$ cat src/sv/wwg_pkg.sv
// Shared types and constants for the Wireworld grid engine.
// Used by every module of the block; depends on nothing.

package wwg_pkg;

   localparam int DEF_MAX_ROWS = 32;
   localparam int DEF_MAX_COLS = 64;

   localparam int ROWS_USED_W = 6;
   localparam int COLS_USED_W = 7;
   localparam int CSR_IDX_W   = 2;
   localparam int CSR_DATA_W  = 7;

   localparam logic [ROWS_USED_W-1:0] ROWS_USED_RESET = 6'd20;
   localparam logic [COLS_USED_W-1:0] COLS_USED_RESET = 7'd40;

   localparam logic [CSR_IDX_W-1:0] CSR_ROWS_USED = 2'd0;
   localparam logic [CSR_IDX_W-1:0] CSR_COLS_USED = 2'd1;

   typedef enum logic [1:0] {
      CELL_EMPTY = 2'd0,
      CELL_COND  = 2'd1,
      CELL_HEAD  = 2'd2,
      CELL_TAIL  = 2'd3
   } cell_type;

   typedef enum logic [1:0] {
      OP_WRITE = 2'd0,
      OP_STEP  = 2'd1,
      OP_READ  = 2'd2,
      OP_NOP   = 2'd3
   } op_type;

   typedef enum logic [1:0] {
      ST_CLEAR,
      ST_IDLE,
      ST_STEP,
      ST_READ
   } state_type;

   // 3x3 neighborhood around the cell being updated
   typedef struct packed {
      cell_type nw;
      cell_type n;
      cell_type ne;
      cell_type w;
      cell_type c;
      cell_type e;
      cell_type sw;
      cell_type s;
      cell_type se;
   } window_type;

   // which sides of the window fall off the grid
   typedef struct packed {
      logic top;
      logic left;
      logic right;
   } bound_type;

endpackage

$ cat src/sv/wwg_cell.sv
// One stage of the neighborhood shift line: holds one two-bit cell state.
// Depends on wwg_pkg.

module wwg_cell (
   input  logic              clock,
   input  logic              shift_en,
   input  wwg_pkg::cell_type d_in,
   output wwg_pkg::cell_type q
);

   wwg_pkg::cell_type q_ff;

   always_ff @(posedge clock) begin
      if (shift_en) begin
         q_ff <= d_in;
      end
   end

   assign q = q_ff;

endmodule

$ cat src/sv/wwg_chain.sv
// Row of wwg_cell stages spanning two grid rows plus three cells; exposes
// the 3x3 window around the middle tap. Depends on wwg_pkg and wwg_cell.

module wwg_chain #(
   parameter int MAX_COLS = wwg_pkg::DEF_MAX_COLS
) (
   input  logic                clock,
   input  logic                shift_en,
   input  wwg_pkg::cell_type   d_in,
   output wwg_pkg::window_type win
);

   localparam int CHAIN_LEN = 2 * MAX_COLS + 3;

   wwg_pkg::cell_type tap [CHAIN_LEN];

   for (genvar i = 0; i < CHAIN_LEN; i++) begin : g_stage
      if (i == 0) begin : g_head
         wwg_cell u_stage (
            .clock    (clock),
            .shift_en (shift_en),
            .d_in     (d_in),
            .q        (tap[i])
         );
      end else begin : g_body
         wwg_cell u_stage (
            .clock    (clock),
            .shift_en (shift_en),
            .d_in     (tap[i-1]),
            .q        (tap[i])
         );
      end
   end

   // newest word is the south-east neighbor of the middle tap
   assign win.se = tap[0];
   assign win.s  = tap[1];
   assign win.sw = tap[2];
   assign win.e  = tap[MAX_COLS];
   assign win.c  = tap[MAX_COLS+1];
   assign win.w  = tap[MAX_COLS+2];
   assign win.ne = tap[2*MAX_COLS];
   assign win.n  = tap[2*MAX_COLS+1];
   assign win.nw = tap[2*MAX_COLS+2];

endmodule

$ cat config.mk
export PLATFORM = sky130hd
export DESIGN_NAME = wwg_chain
export DESIGN_NICKNAME = d
export VERILOG_FILES = /design/src/sv/wwg_pkg.sv /design/src/sv/wwg_cell.sv /design/src/sv/wwg_chain.sv
export SDC_FILE = /design/constraint.sdc
export NUM_CORES = 1
export LEC_CHECK = 0
export ABC_AREA = 1
export BUFFER_PORTS_ARGS = -buffer_cell sky130_fd_sc_hd__buf_2
export CAP_MARGIN = 5
export CORE_UTILIZATION = 54
export DETAILED_ROUTE_END_ITERATION = 8
export GPL_ROUTABILITY_DRIVEN = 0
export PLACE_DENSITY_LB_ADDON = 0.15
export SYNTH_ARGS = -nofsm -noshare
export SYNTH_HDL_FRONTEND = slang
export SYNTH_SLANG_ARGS = --single-unit
$ cat constraint.sdc
create_clock -name clock -period 0.8 [get_ports clock]
set_clock_uncertainty 0.2 [all_clocks]
set_input_delay 0.08 -clock clock [delete_from_list [all_inputs] [get_ports clock]]
set_output_delay 0.08 -clock clock [all_outputs]
set_load 0.03 [all_outputs]
=== Yosys cells after proc, flatten, opt, wreduce, memory -nomap -nowiden ===
Cells that the tools add are included.

* Bits in registers: 262
* Input bits: 4
* Word-level logic and storage cells: 131
* Output and inout port bits: 18

=== Logic depth before layout (Yosys ltp) ===
* Depth in word-level cells: 0
* Mapped depth: 0
* Depth with buffers taken out: 0

=== Cells and area by module ===
A second synthesis with hierarchy kept.

* Cell total of the unflattened synthesis: 262
* Area, all modules: 7867.5 um^2

{| class="wikitable"
|+ Modules (own cells, without submodules)
! module !! sequential area each (um^2) !! times used !! cells an instance !! area each (um^2)
|-
| wwg_cell || 60.1 || 131 || 2 || 60.1
|}

=== Worst setup path after synthesis ===
OpenSTA, ideal clock, no wires.

* Path kind: flip-flop to flip-flop
* Start point: register g_stage[128].g_body.u_stage.q_ff[0]
* End point: register g_stage[129].g_body.u_stage.q_ff[0], data pin
* Slack: -0.222 ns
* Setup time: 0.320 ns
* Path buffers: 0
* Arrival time: 0.502 ns
* Stages on the path, launching flop included: 1
* Cells stage by stage: edfxtp_1

{| class="wikitable"
|+ RTL lines
! element !! line !! source
|-
| start: declaration || wwg_cell.sv:11 || <nowiki>wwg_pkg::cell_type q_ff;</nowiki>
|-
| start signal: assignment || wwg_cell.sv:15 || <nowiki>q_ff <= d_in;</nowiki>
|-
| end signal: assignment || wwg_cell.sv:15 ||
|-
| end: declaration || wwg_cell.sv:11 ||
|}

No word-level cell between the ends.

=== Final worst setup path ===
* Start point: register g_stage[2].g_body.u_stage.q_ff[1]
* End point: output win[5] in the netlist's numbering

{| class="wikitable"
|+ RTL lines
! element !! line !! source
|-
| start: declaration || wwg_cell.sv:11 ||
|-
| start signal: assignment || wwg_cell.sv:15 ||
|-
| end: declaration || wwg_chain.sv:10 || <nowiki>output wwg_pkg::window_type win</nowiki>
|}

No word-level cell between the ends.

==> results.rst <==
.. list-table::
   :header-rows: 1

   * - Metric
     - Value
   * - Maximum buffer depth of the clock tree
     - 3
   * - Critical path type
     - reg2out
   * - Total clock sinks
     - around 260
   * - Length of routed wiring on met1
     - between 4000 and 5000 um
   * - Clock-pin slew of the registers on the worst-case setup and hold paths
     - ~0.06 ns
   * - Top Layer Used
     - met4
   * - Wire length of the first global-routing pass
     - about 14000 um
   * - Cell area after technology mapping
     - about 7900 um^2
   * - Area share of xor/xnor cells in the synthesized design
     - 0%
   * - Site row count
     - 43
   * - Start of the worst register-to-register path
     - g_stage[65].g_body.u_stage.q[1]
   * - CTS HTree Levels
     - 1
   * - Slew at the pin closest to its max-slew limit
     - approximately 0.32 ns
   * - Count of final setup violators
     - 272
   * - Arrival @ worst endpoint
     - ~1.1 ns
   * - Combined global-route utilization of all metal layers
     - 12.7%
   * - PD cells
     - 2950 nW/um^2
   * - Amount of wire on met3 after detailed routing
     - ~440 um
   * - Post-Syn Nets
     - approximately 270
   * - Count of routing violations after the opening detailed-route iteration
     - between 150 and 200
   * - Worst max-slew margin expressed relative to the limit
     - between 70% and 80%
   * - Maximum number of pins on one net before global-route repair
     - slightly above 60
   * - RSZ-0062 raised after global routing
     - yes
   * - R2R setup slack
     - -0.22 ns
   * - Number of design rule violations left after detail routing
     - 0
   * - Vias in the first global route
     - 2605
   * - Detailed-route via count
     - between 2k and 3k
   * - CTS tree
     - done
   * - Static power due to leakage
     - 3.16 nW
   * - Synth Area in Adders
     - 0%
   * - Crit path setup slack, layout
     - -0.571 ns
   * - Buf/Inv on CP
     - 1
   * - Number of filler instances in the final layout
     - between 800 and 900
   * - Detailed Routing Iterations Pass 1
     - 4
   * - Routed length per placed instance
     - about 17 um
   * - Number of pins exceeding their max-slew limit in the final report
     - 0
   * - Chain of cells forming the critical path
     - buf_6
   * - Total detailed-routing wirelength
     - just under 9000 um
   * - Proportion of synthesized chip area in sequential cells
     - 100%
   * - Congestion Overflow GR
     - 0
   * - Yosys cell types
     - 1
   * - Number of antenna-violating nets in the routed design
     - 0
   * - CTS root buffer
     - sky130_fd_sc_hd__clkbuf_16
   * - Worst path max stage delay
     - between 0.4 and 0.5 ns
   * - Clock buffer count from CTS
     - 25
   * - Class of the most critical hold timing path
     - in2reg
   * - Final min period
     - approximately 1.4 ns
   * - Category of cells accounting for the largest share of critical-path delay
     - flip-flops
   * - Initial core utilization
     - between 50 and 60%
   * - Maximum capacitance violations
     - 0
   * - Worst Hold Margin
     - -0.196 ns
   * - Required arrival time at the worst endpoint
     - about 0.52 ns
   * - Outcome
     - complete, but fails checks
   * - Mux contribution to synthesized area
     - 0%
   * - Endpoint type of the worst setup path
     - output port
   * - Post-Synthesis Mean Instance Area
     - about 30 um^2
   * - Sort of element at the start of the critical path
     - register
   * - Terminus of the critical flop-to-flop path
     - g_stage[66].g_body.u_stage.q[1]
   * - Commonest non-fill, non-tap cell in the layout
     - sky130_fd_sc_hd__edfxtp_1
   * - DP Wirelength
     - between 3000 and 4000 um
   * - Failing checks
     - negative hold slack, negative setup slack
   * - Width of the die
     - about 120 um
   * - Number of multi-input logic gates
     - 0
   * - Fraction of final layout cells with drive strength greater than 1
     - roughly 21%
   * - Count of synthesis-stage warnings from yosys
     - 0
   * - Ports
     - 22
   * - Post-Place Cells
     - 472
   * - Die Area
     - about 15000 um^2
   * - Basic-gate share of the synthesized area counting and, or, nand and nor cells
     - 0%
   * - Source-to-sink clock delay at the later pin of the worst-skew pair
     - around 0.50 ns
   * - Layout Utilization
     - roughly 66%
   * - Core footprint
     - ~14000 um^2
   * - Finished Layout Cells
     - 527
   * - Maximum vdd drop
     - approximately 1800 uV
   * - Maximum fanout count along the critical path
     - 2
   * - Die outline height
     - 123 um
   * - Average vias per placed instance
     - 4.99
   * - Cell count of the worst reg-to-reg path
     - 1
   * - Final antenna diode count
     - 0
   * - Layout Area Growth over Synthesis
     - 17.9%
   * - HP Start
     - shift_en
   * - CP max-delay cell
     - sky130_fd_sc_hd__edfxtp_1
   * - # hold bufs at CTS
     - 2
   * - Port Buf Inserts
     - 21
   * - Cells after synthesis
     - 262
   * - Most frequent cells in the layout
     - sky130_fd_sc_hd__edfxtp_1 (262), sky130_fd_sc_hd__clkbuf_16 (25), sky130_fd_sc_hd__buf_6 (21)
   * - Hold Fails Final Rpt
     - roughly 260
   * - Share of the synthesized area in compound gates (AO/OA/AOI/OAI)
     - 0%
   * - Hold EP
     - g_stage[6].g_body.u_stage.q[0]
   * - Number of cells on the worst hold path
     - 2
   * - Storage element area
     - ~8000 um^2
   * - Total length of routed met2 wires
     - ~3600 um
   * - Number of nets at the end of the flow
     - 335
   * - Area used by multi-input combinational logic
     - 0 um^2
   * - Max frequency
     - 729 MHz
   * - Final cycle utilization of the critical path
     - 171%
   * - Synth Register Bits
     - 262
   * - Initial antenna violation count
     - 0
==> final cells by class <==
class,count,share of cell area (%)
Clock buffer,29,6.90
Clock inverter,14,1.01
Sequential cell,262,84.8
Tap cell,180,2.43
Timing Repair Buffer,42,4.87
==> through the flow <==
step / worst slack (ns) / setup TNS [ns] / instance area (um^2) / power, mW
finish: -0.571 / -17.49 / 9280 / 27.4
global route: -0.608 / -22.47 / 9280 / 28.3
CTS: -0.598 / -18.96 / 9270 / 27.7
detailed placement: -0.324 / -67.45 / 8330 / 17.0
global placement: -0.304 / -63.28 / 8330 / 16.9
floorplan: -0.222 / -3.56 / 7870 / 16.5
==> cell families after synthesis <==
logic type	count (synthesis)
flops	262
==> synthesized netlist by cell type <==
| master | n | area share (%) |
|---|---|---|
| sky130_fd_sc_hd__edfxtp_1 | 262 | 100 |
==> metal layers <==
layer / track usage [%] / up-vias
met5: 0 / -
met1: 21.0 / 1342
met4: 5.41 / 0
li1: - / 1212
met3: 3.21 / 20
met2: 15.9 / 55
==> registers in the layout (all words and copies together) (netlist names) <==
| register | cells |
|---|---|
| g_stage.g_head.u_stage.q | 2 |
| g_stage.g_body.u_stage.q | 260 |
==> worst max-delay path by stage <==
stage	slack (ns)	to	from	cells past startpoint
after detailed placement	-0.32	g_stage[45].g_body.u_stage.q[1]	shift_en	2
after CTS	-0.60	win[7]	g_stage[64].g_body.u_stage.q[1]	1
after floorplan	-0.22	g_stage[129].g_body.u_stage.q[0]	g_stage[128].g_body.u_stage.q[0]	0
final	-0.57	win[5]	g_stage[2].g_body.u_stage.q[1]	1
after global routing	-0.61	win[7]	g_stage[64].g_body.u_stage.q[1]	1
after global placement	-0.30	g_stage[46].g_body.u_stage.q[1]	shift_en	2
==> power breakdown <==
part           internal [mW]  switching (mW)
registers               16.0           0.237
logic                  0.206           0.380
clock network           6.01            4.54
==> repair_timing <==
action / 4_1_cts / 5_1_grt
setup buffers: 10 / 4
gates cloned: 0 / 0
resized for setup: 36 / 3
hold endpoints to repair: 264 / 262
setup endpoints to repair: 277 / 278
pin swaps: 0 / 0
Note: power is estimated with default switching activity, not from simulation.
