`config.mk`:
```
export PLATFORM = sky130hd
export DESIGN_NAME = wwg_rule
export DESIGN_NICKNAME = d
export VERILOG_FILES = /design/src/sv/wwg_pkg.sv /design/src/sv/wwg_rule.sv
export SDC_FILE = /design/constraint.sdc
export NUM_CORES = 1
export LEC_CHECK = 0
export ABC_AREA = 0
export BUFFER_PORTS_ARGS = -buffer_cell sky130_fd_sc_hd__buf_2
export CAP_MARGIN = 5
export CELL_PAD_IN_SITES_DETAIL_PLACEMENT = 1
export CELL_PAD_IN_SITES_GLOBAL_PLACEMENT = 1
export CORE_AREA = 5 5 42 44
export DETAILED_ROUTE_END_ITERATION = 8
export DIE_AREA = 0 0 47 49
export PLACE_DENSITY = 0.63
export SETUP_SLACK_MARGIN = 0.4
export SLEW_MARGIN = 10
export SYNTH_ARGS = -nofsm -noshare
export SYNTH_HDL_FRONTEND = slang
export SYNTH_SLANG_ARGS = --single-unit
export TNS_END_PERCENT = 30
```
`constraint.sdc`:
```
create_clock -name vclk -period 8.3
set_input_delay 1.245 -clock vclk [all_inputs]
set_output_delay 1.245 -clock vclk [all_outputs]
set_load 0.05 [all_outputs]
```
`src/sv/wwg_pkg.sv`:
```
// Shared types and constants for the Wireworld grid engine.
// Used by every module of the block; depends on nothing.

package wwg_pkg;

   localparam int DEF_MAX_ROWS = 32;
   localparam int DEF_MAX_COLS = 64;

   localparam int ROWS_USED_W = 6;
   localparam int COLS_USED_W = 7;
   localparam int CSR_IDX_W   = 2;
   localparam int CSR_DATA_W  = 7;

   localparam logic [ROWS_USED_W-1:0] ROWS_USED_RESET = 6'd20;
   localparam logic [COLS_USED_W-1:0] COLS_USED_RESET = 7'd40;

   localparam logic [CSR_IDX_W-1:0] CSR_ROWS_USED = 2'd0;
   localparam logic [CSR_IDX_W-1:0] CSR_COLS_USED = 2'd1;

   typedef enum logic [1:0] {
      CELL_EMPTY = 2'd0,
      CELL_COND  = 2'd1,
      CELL_HEAD  = 2'd2,
      CELL_TAIL  = 2'd3
   } cell_type;

   typedef enum logic [1:0] {
      OP_WRITE = 2'd0,
      OP_STEP  = 2'd1,
      OP_READ  = 2'd2,
      OP_NOP   = 2'd3
   } op_type;

   typedef enum logic [1:0] {
      ST_CLEAR,
      ST_IDLE,
      ST_STEP,
      ST_READ
   } state_type;

   // 3x3 neighborhood around the cell being updated
   typedef struct packed {
      cell_type nw;
      cell_type n;
      cell_type ne;
      cell_type w;
      cell_type c;
      cell_type e;
      cell_type sw;
      cell_type s;
      cell_type se;
   } window_type;

   // which sides of the window fall off the grid
   typedef struct packed {
      logic top;
      logic left;
      logic right;
   } bound_type;

endpackage

```
`src/sv/wwg_rule.sv`:
```
// Wireworld transition for one cell from its 3x3 window and edge flags.
// Depends on wwg_pkg.

module wwg_rule (
   input  wwg_pkg::window_type win,
   input  wwg_pkg::bound_type  bnd,
   output wwg_pkg::cell_type   next_state
);

   logic [7:0] head_bits;
   logic [3:0] heads;

   always_comb begin
      head_bits[0] = (win.nw == wwg_pkg::CELL_HEAD) && !bnd.top && !bnd.left;
      head_bits[1] = (win.n  == wwg_pkg::CELL_HEAD) && !bnd.top;
      head_bits[2] = (win.ne == wwg_pkg::CELL_HEAD) && !bnd.top && !bnd.right;
      head_bits[3] = (win.w  == wwg_pkg::CELL_HEAD) && !bnd.left;
      head_bits[4] = (win.e  == wwg_pkg::CELL_HEAD) && !bnd.right;
      head_bits[5] = (win.sw == wwg_pkg::CELL_HEAD) && !bnd.left;
      head_bits[6] = (win.s  == wwg_pkg::CELL_HEAD);
      head_bits[7] = (win.se == wwg_pkg::CELL_HEAD) && !bnd.right;
   end

   always_comb begin
      heads = 4'd0;
      for (int i = 0; i < 8; i++) begin
         heads = heads + 4'(head_bits[i]);
      end
   end

   always_comb begin
      unique case (win.c)
         wwg_pkg::CELL_EMPTY: next_state = wwg_pkg::CELL_EMPTY;
         wwg_pkg::CELL_COND: begin
            if (heads == 4'd1 || heads == 4'd2) begin
               next_state = wwg_pkg::CELL_HEAD;
            end else begin
               next_state = wwg_pkg::CELL_COND;
            end
         end
         wwg_pkg::CELL_HEAD:  next_state = wwg_pkg::CELL_TAIL;
         wwg_pkg::CELL_TAIL:  next_state = wwg_pkg::CELL_COND;
      endcase
   end

endmodule

```
[Word-level counts from Yosys, hierarchy flattened]
Index checks and enable logic that the tools add are counted.
Word-level totals
  input bits: 21
  flip-flop bits (word level): 0
  word-level logic and storage cells: 36
  memory bits (writable): 0
  output and inout bits: 2
  memories kept: 0
  latch bits: 0
  memory bits (read-only): 0
Cells by class
  shifts and indexed selects: 0
  multiplexer cells: 2
  add/sub/neg operators: 7
  multiply operators: 0
  reductions and logical operators: 14
  equal/unequal tests: 13
  div/mod/pow operators: 0
  bitwise operators: 0
  magnitude comparators: 0
Operators with widths (number)
  2-bit equality test (second input constant): 10
  4-bit by 1-bit adder with 4-bit output: 4
  1-bit logical AND: 9
  2-bit case mux with 4 select lines: 1
  3-bit by 1-bit adder with 4-bit output: 1
  4-bit by 1-bit equality test with 1-bit output (second input constant): 1
  4-bit by 2-bit equality test with 1-bit output (second input constant): 1
  2-bit by 1-bit adder with 3-bit output: 1
  1-bit logical NOT: 3
  1-bit by 1-bit adder with 2-bit output: 1
  2-bit by 1-bit equality test with 1-bit output (second input constant): 1
  2-bit logical NOT: 1
  2-bit two-way mux: 1
  1-bit logical OR: 1

[Logic depth before layout (Yosys ltp)]
  word-level depth: 14
  depth in mapped cells: 11

[Worst setup path after synthesis]
OpenSTA, ideal clock, no wires.
  path type: input -> output
  start point: input bnd[2] (netlist name)
  end point: output next_state[0]
  slack: 2012 ps
  required time: 7055 ps
  arrival: 5043 ps
  buffers on the path: 0
  stages: 9
  cell sequence: or4b_1 > fa_1 > inv_1 > fa_1 > fa_1 > ha_1 > fa_1 > xor2_1 > a31oi_1
Between the ends
  longest elaborated chain between the ends: 14
  elaborated cells on any way between the ends: 18
  those cells by class: add/sub (7); eq/ne (2); mux (2); reduce/logical (7)
Ends and longest elaborated chain
  from (decl): RTL line wwg_rule.sv:6  | input wwg_pkg::bound_type bnd,
  1-bit logical NOT *: RTL line wwg_rule.sv:14, wwg_rule.sv:15, wwg_rule.sv:16
  1-bit logical AND (2 in series): RTL line wwg_rule.sv:14  | head_bits[0] = (win.nw == wwg_pkg::CELL_HEAD) && !bnd.top && !bnd.left;
  1-bit by 1-bit adder with 2-bit output: RTL line wwg_rule.sv:27  | heads = heads + 4'(head_bits[i]);
  2-bit by 1-bit adder with 3-bit output *: RTL line wwg_rule.sv:27
  3-bit by 1-bit adder with 4-bit output *: RTL line wwg_rule.sv:27
  4-bit by 1-bit adder with 4-bit output * (4 in series): RTL line wwg_rule.sv:27
  4-bit by 1-bit equality test with 1-bit output / 4-bit by 2-bit equality test with 1-bit output (equally long branches): RTL line wwg_rule.sv:35  | if (heads == 4'd1 || heads == 4'd2) begin
  1-bit logical OR *: RTL line wwg_rule.sv:35
  2-bit two-way mux *: RTL line wwg_rule.sv:35
  2-bit case mux with 4 select lines *: RTL line wwg_rule.sv:32  | unique case (win.c)
  to (decl): RTL line wwg_rule.sv:7  | output wwg_pkg::cell_type next_state
Mark *: on every way between the ends. The rest lies on a longest branch, timed or not.

[Worst setup path after layout]
  start point: input bnd[2] (netlist name)
  end point: output next_state[1]
Same word-level chain as after synthesis.

==> metrics.md <==
| Metric | Value |
|---|---|
| Clk network pwr share | 0 |
| Worst hold path depth | 4 |
| Count of warnings emitted by yosys | 0 |
| Post-synthesis cell type count | 15 |
| Overall routing resource usage | 0.05845 |
| DPL Wire Length | 677.8 µm |
| RSZ-0062 raised after global routing | no |
| Global-route wire length before repair | 1104 µm |
| Filler Cells Inserted | 186 |
| Number of flip-flops and latches | 0 |
| Share of post-route cells with drive strength above 1 | 0.4902 |
| Result of the run | complete, no violations |
| Maximum capacitance violations | 0 |
| Cell occurring most often along the worst timing path | sky130_fd_sc_hd__fa_1 |
| Average cell area after synthesis | 8.892 µm² |
| Net count, final | 81 |
| Maximum clock frequency | 163.2 MHz |
| Sequential fraction of the synthesis area | 0 |
| Via density | 4.328 |
| Startpoint kind of the worst setup timing path | input pin |
| Highest cell delay on the worst timing path | 560 ps |
| I/O pins | 23 |
| Floorplan die area | 2303 µm² |
| Remaining number of nets flagged by the antenna check after routing | 0 |
| Number of standard-cell rows in the floorplan | 14 |
| Slew at the pin closest to its max-slew limit | 291.0 ps |
| Largest net degree at the start of global routing | 4 |
| Number of standard cells after synthesis | 28 |
| Total wire length after detailed routing | 691 µm |
| Final setup viols | 0 |
| Port Buf Inserts | 23 |
| Sum of met3 wire segment lengths after detailed routing | 62 µm |
| Type of the worst setup path | input pin to output port |
| Layout overhead on the synthesized area | 54.27% |
| Post-Synthesis Net Count | 56 |
| Post-route clock period utilization | 0.7382 |
| Worst voltage drop across the vdd grid | 0.00002890 V |
| Class of the tightest hold or removal check | input pin to output port |
| Endpoint, Worst Hold | next_state[0] |
| Vias in the first global route | 299 |
| Slew Limit Fails | 0 |
| Iter 0 DRT Violations | 0 |
| Post-Route M1 WL | 229 µm |
| Final Hold Viols | 0 |
| Cell area power density | 69.81 nW/µm² |
| Core area | 1401 µm² |
| Post-cts sizing count | 0 |
| CP endpoint kind | output port |
| Critical Path RT | 7050 ps |
| Clock tree buffer count of the final layout | 0 |
| Number of antenna violations at the first check in global routing | 0 |
| Summed negative setup slack over all endpoints | 0 ps |
| Cell-internal power | 11.15 µW |
| Combinational share of power | 1.000 |
| Slowest-stage cell, CP | sky130_fd_sc_hd__fa_1 |
| Critical Path AT | 4880 ps |
| Normalized max-slew margin | 0.8033 |
| Cell area after synthesis | 249.0 µm² |
| Chip width | 47 µm |
| Net switching power of the design | 15.67 µW |
| Fin crit period | 6127 ps |
| Proportion of total power due to net switching | 0.5842 |
| Total leakage power | 0.2120 nW |
| Cts-stage hold buffer count | 0 |
| Starting density of the core | 0.1777 |
| Post-route DRC violation count | 0 |
| Routed met2 length | 399 µm |
| Most common library cell in the layout ignoring fill and taps | sky130_fd_sc_hd__buf_2 |
| Final Power | 26.82 µW |
| Router iterations before antenna repair | 1 |
| Biggest fanout along the worst timing path | 3 |
| Number of diodes added for antenna fixing | 0 |
| Most used cells in the layout excluding fill and tap cells | sky130_fd_sc_hd__buf_2 (23), sky130_fd_sc_hd__inv_1 (4), sky130_fd_sc_hd__fa_1 (4) |
| Top routing layer used | met3 |
| Die extent in y | 49 µm |
| Cell-by-cell trace of the critical path | buf_2 -> or4b_1 -> fa_1 -> inv_1 -> fa_1 -> fa_1 -> ha_1 -> fa_1 -> xor2_1 -> a41o_1 -> buf_2 |
| Total via count after detailed routing | 290 |
| Final GP Congestion | 0.6410 |
| Fraction of power consumed by sequential logic | 0 |
| Hold path startpoint | win[8] |
| Storage element area | 0 µm² |
| Congestion Overflow GR | 0 |
| Avg WL per Cell | 10.31 µm |
| Post CTS Setup Buffer Count | 0 |
[cells in the mapped netlist (all sizes together)]
library cell,n,share of area
nor3b,3,0.090
a31o,1,0.035
nand2,2,0.030
nor2b,2,0.050
fa,4,0.32
nor4b,1,0.035
ha,3,0.15
a31oi,1,0.025
a41o,1,0.040
xor2,1,0.035
or4b,1,0.040
or3b,1,0.035
a21oi,1,0.020
nor2,2,0.030
inv,4,0.060
[metrics by stage]
stage	cells	setup slack [ps]	util	hold WS, ps	instance area [µm²]
floorplan	28	2012	-	2755	249.0
global placement	67	2143	0.2741	2924	384.1
detailed placement	67	2137	0.2741	2931	384.1
CTS	67	2127	0.2741	2931	384.1
global route	67	1964	0.2741	2960	384.1
finish	67	2173	0.2741	2926	384.1
[worst max-delay path, delay by kind of cell]
| family | cells | cell delay [ps] |
|---|---|---|
| AOI/OAI and AO/OA | 1 | 180 |
| xor gates and xnor gates | 1 | 190 |
| adders and majority gates | 5 | 2290 |
| buffers and inverters | 3 | 420 |
| and+or+nand+nor | 1 | 550 |
[metal layers]
metal | up-vias | global-route usage
met3 | 0 | 0
met4 | 0 | 0
met2 | 8 | 0.1199
li1 | 146 | -
met5 | - | 0
met1 | 136 | 0.06593
[cell type report]
type                       count  area (µm²)  area share
inverter                       4       15.01     0.03909
multi-input combinational     24       234.0      0.6091
tap                           16       20.02     0.05212
timing repair buffer          23       115.1      0.2997
[kinds of logic (layout without fill, tap and decap cells)]
kind of cell             count (synthesis)  count (layout)  synth area share
buffers and inverters                    4              27           0.06028
AO/OA/AOI/OAI                            4               4            0.1206
AND/OR/NAND/NOR                         12              12            0.3116
XOR/XNOR                                 1               1           0.03518
adder cells (fa/ha/maj)                  7               7            0.4724
[how the worst max path moves through the flow]
stage               depth (start not counted)            end    from  slack [ps]
floorplan                                   9  next_state[0]  bnd[2]        2010
global placement                           11  next_state[1]  bnd[2]        2140
detailed placement                         11  next_state[1]  bnd[2]        2140
CTS                                        11  next_state[1]  bnd[2]        2130
global route                               11  next_state[1]  bnd[2]        1960
finish                                     11  next_state[1]  bnd[2]        2170
[power by group through the flow]
stage	logic (mW)	registers, mW	clock network [mW]
floorplan	0.0185	0	0
global placement	0.0269	0	0
detailed placement	0.0274	0	0
CTS	0.0275	0	0
global route	0.0303	0	0
finish	0.0268	0	0
No activity file was read; power rests on OpenSTA's default activity.
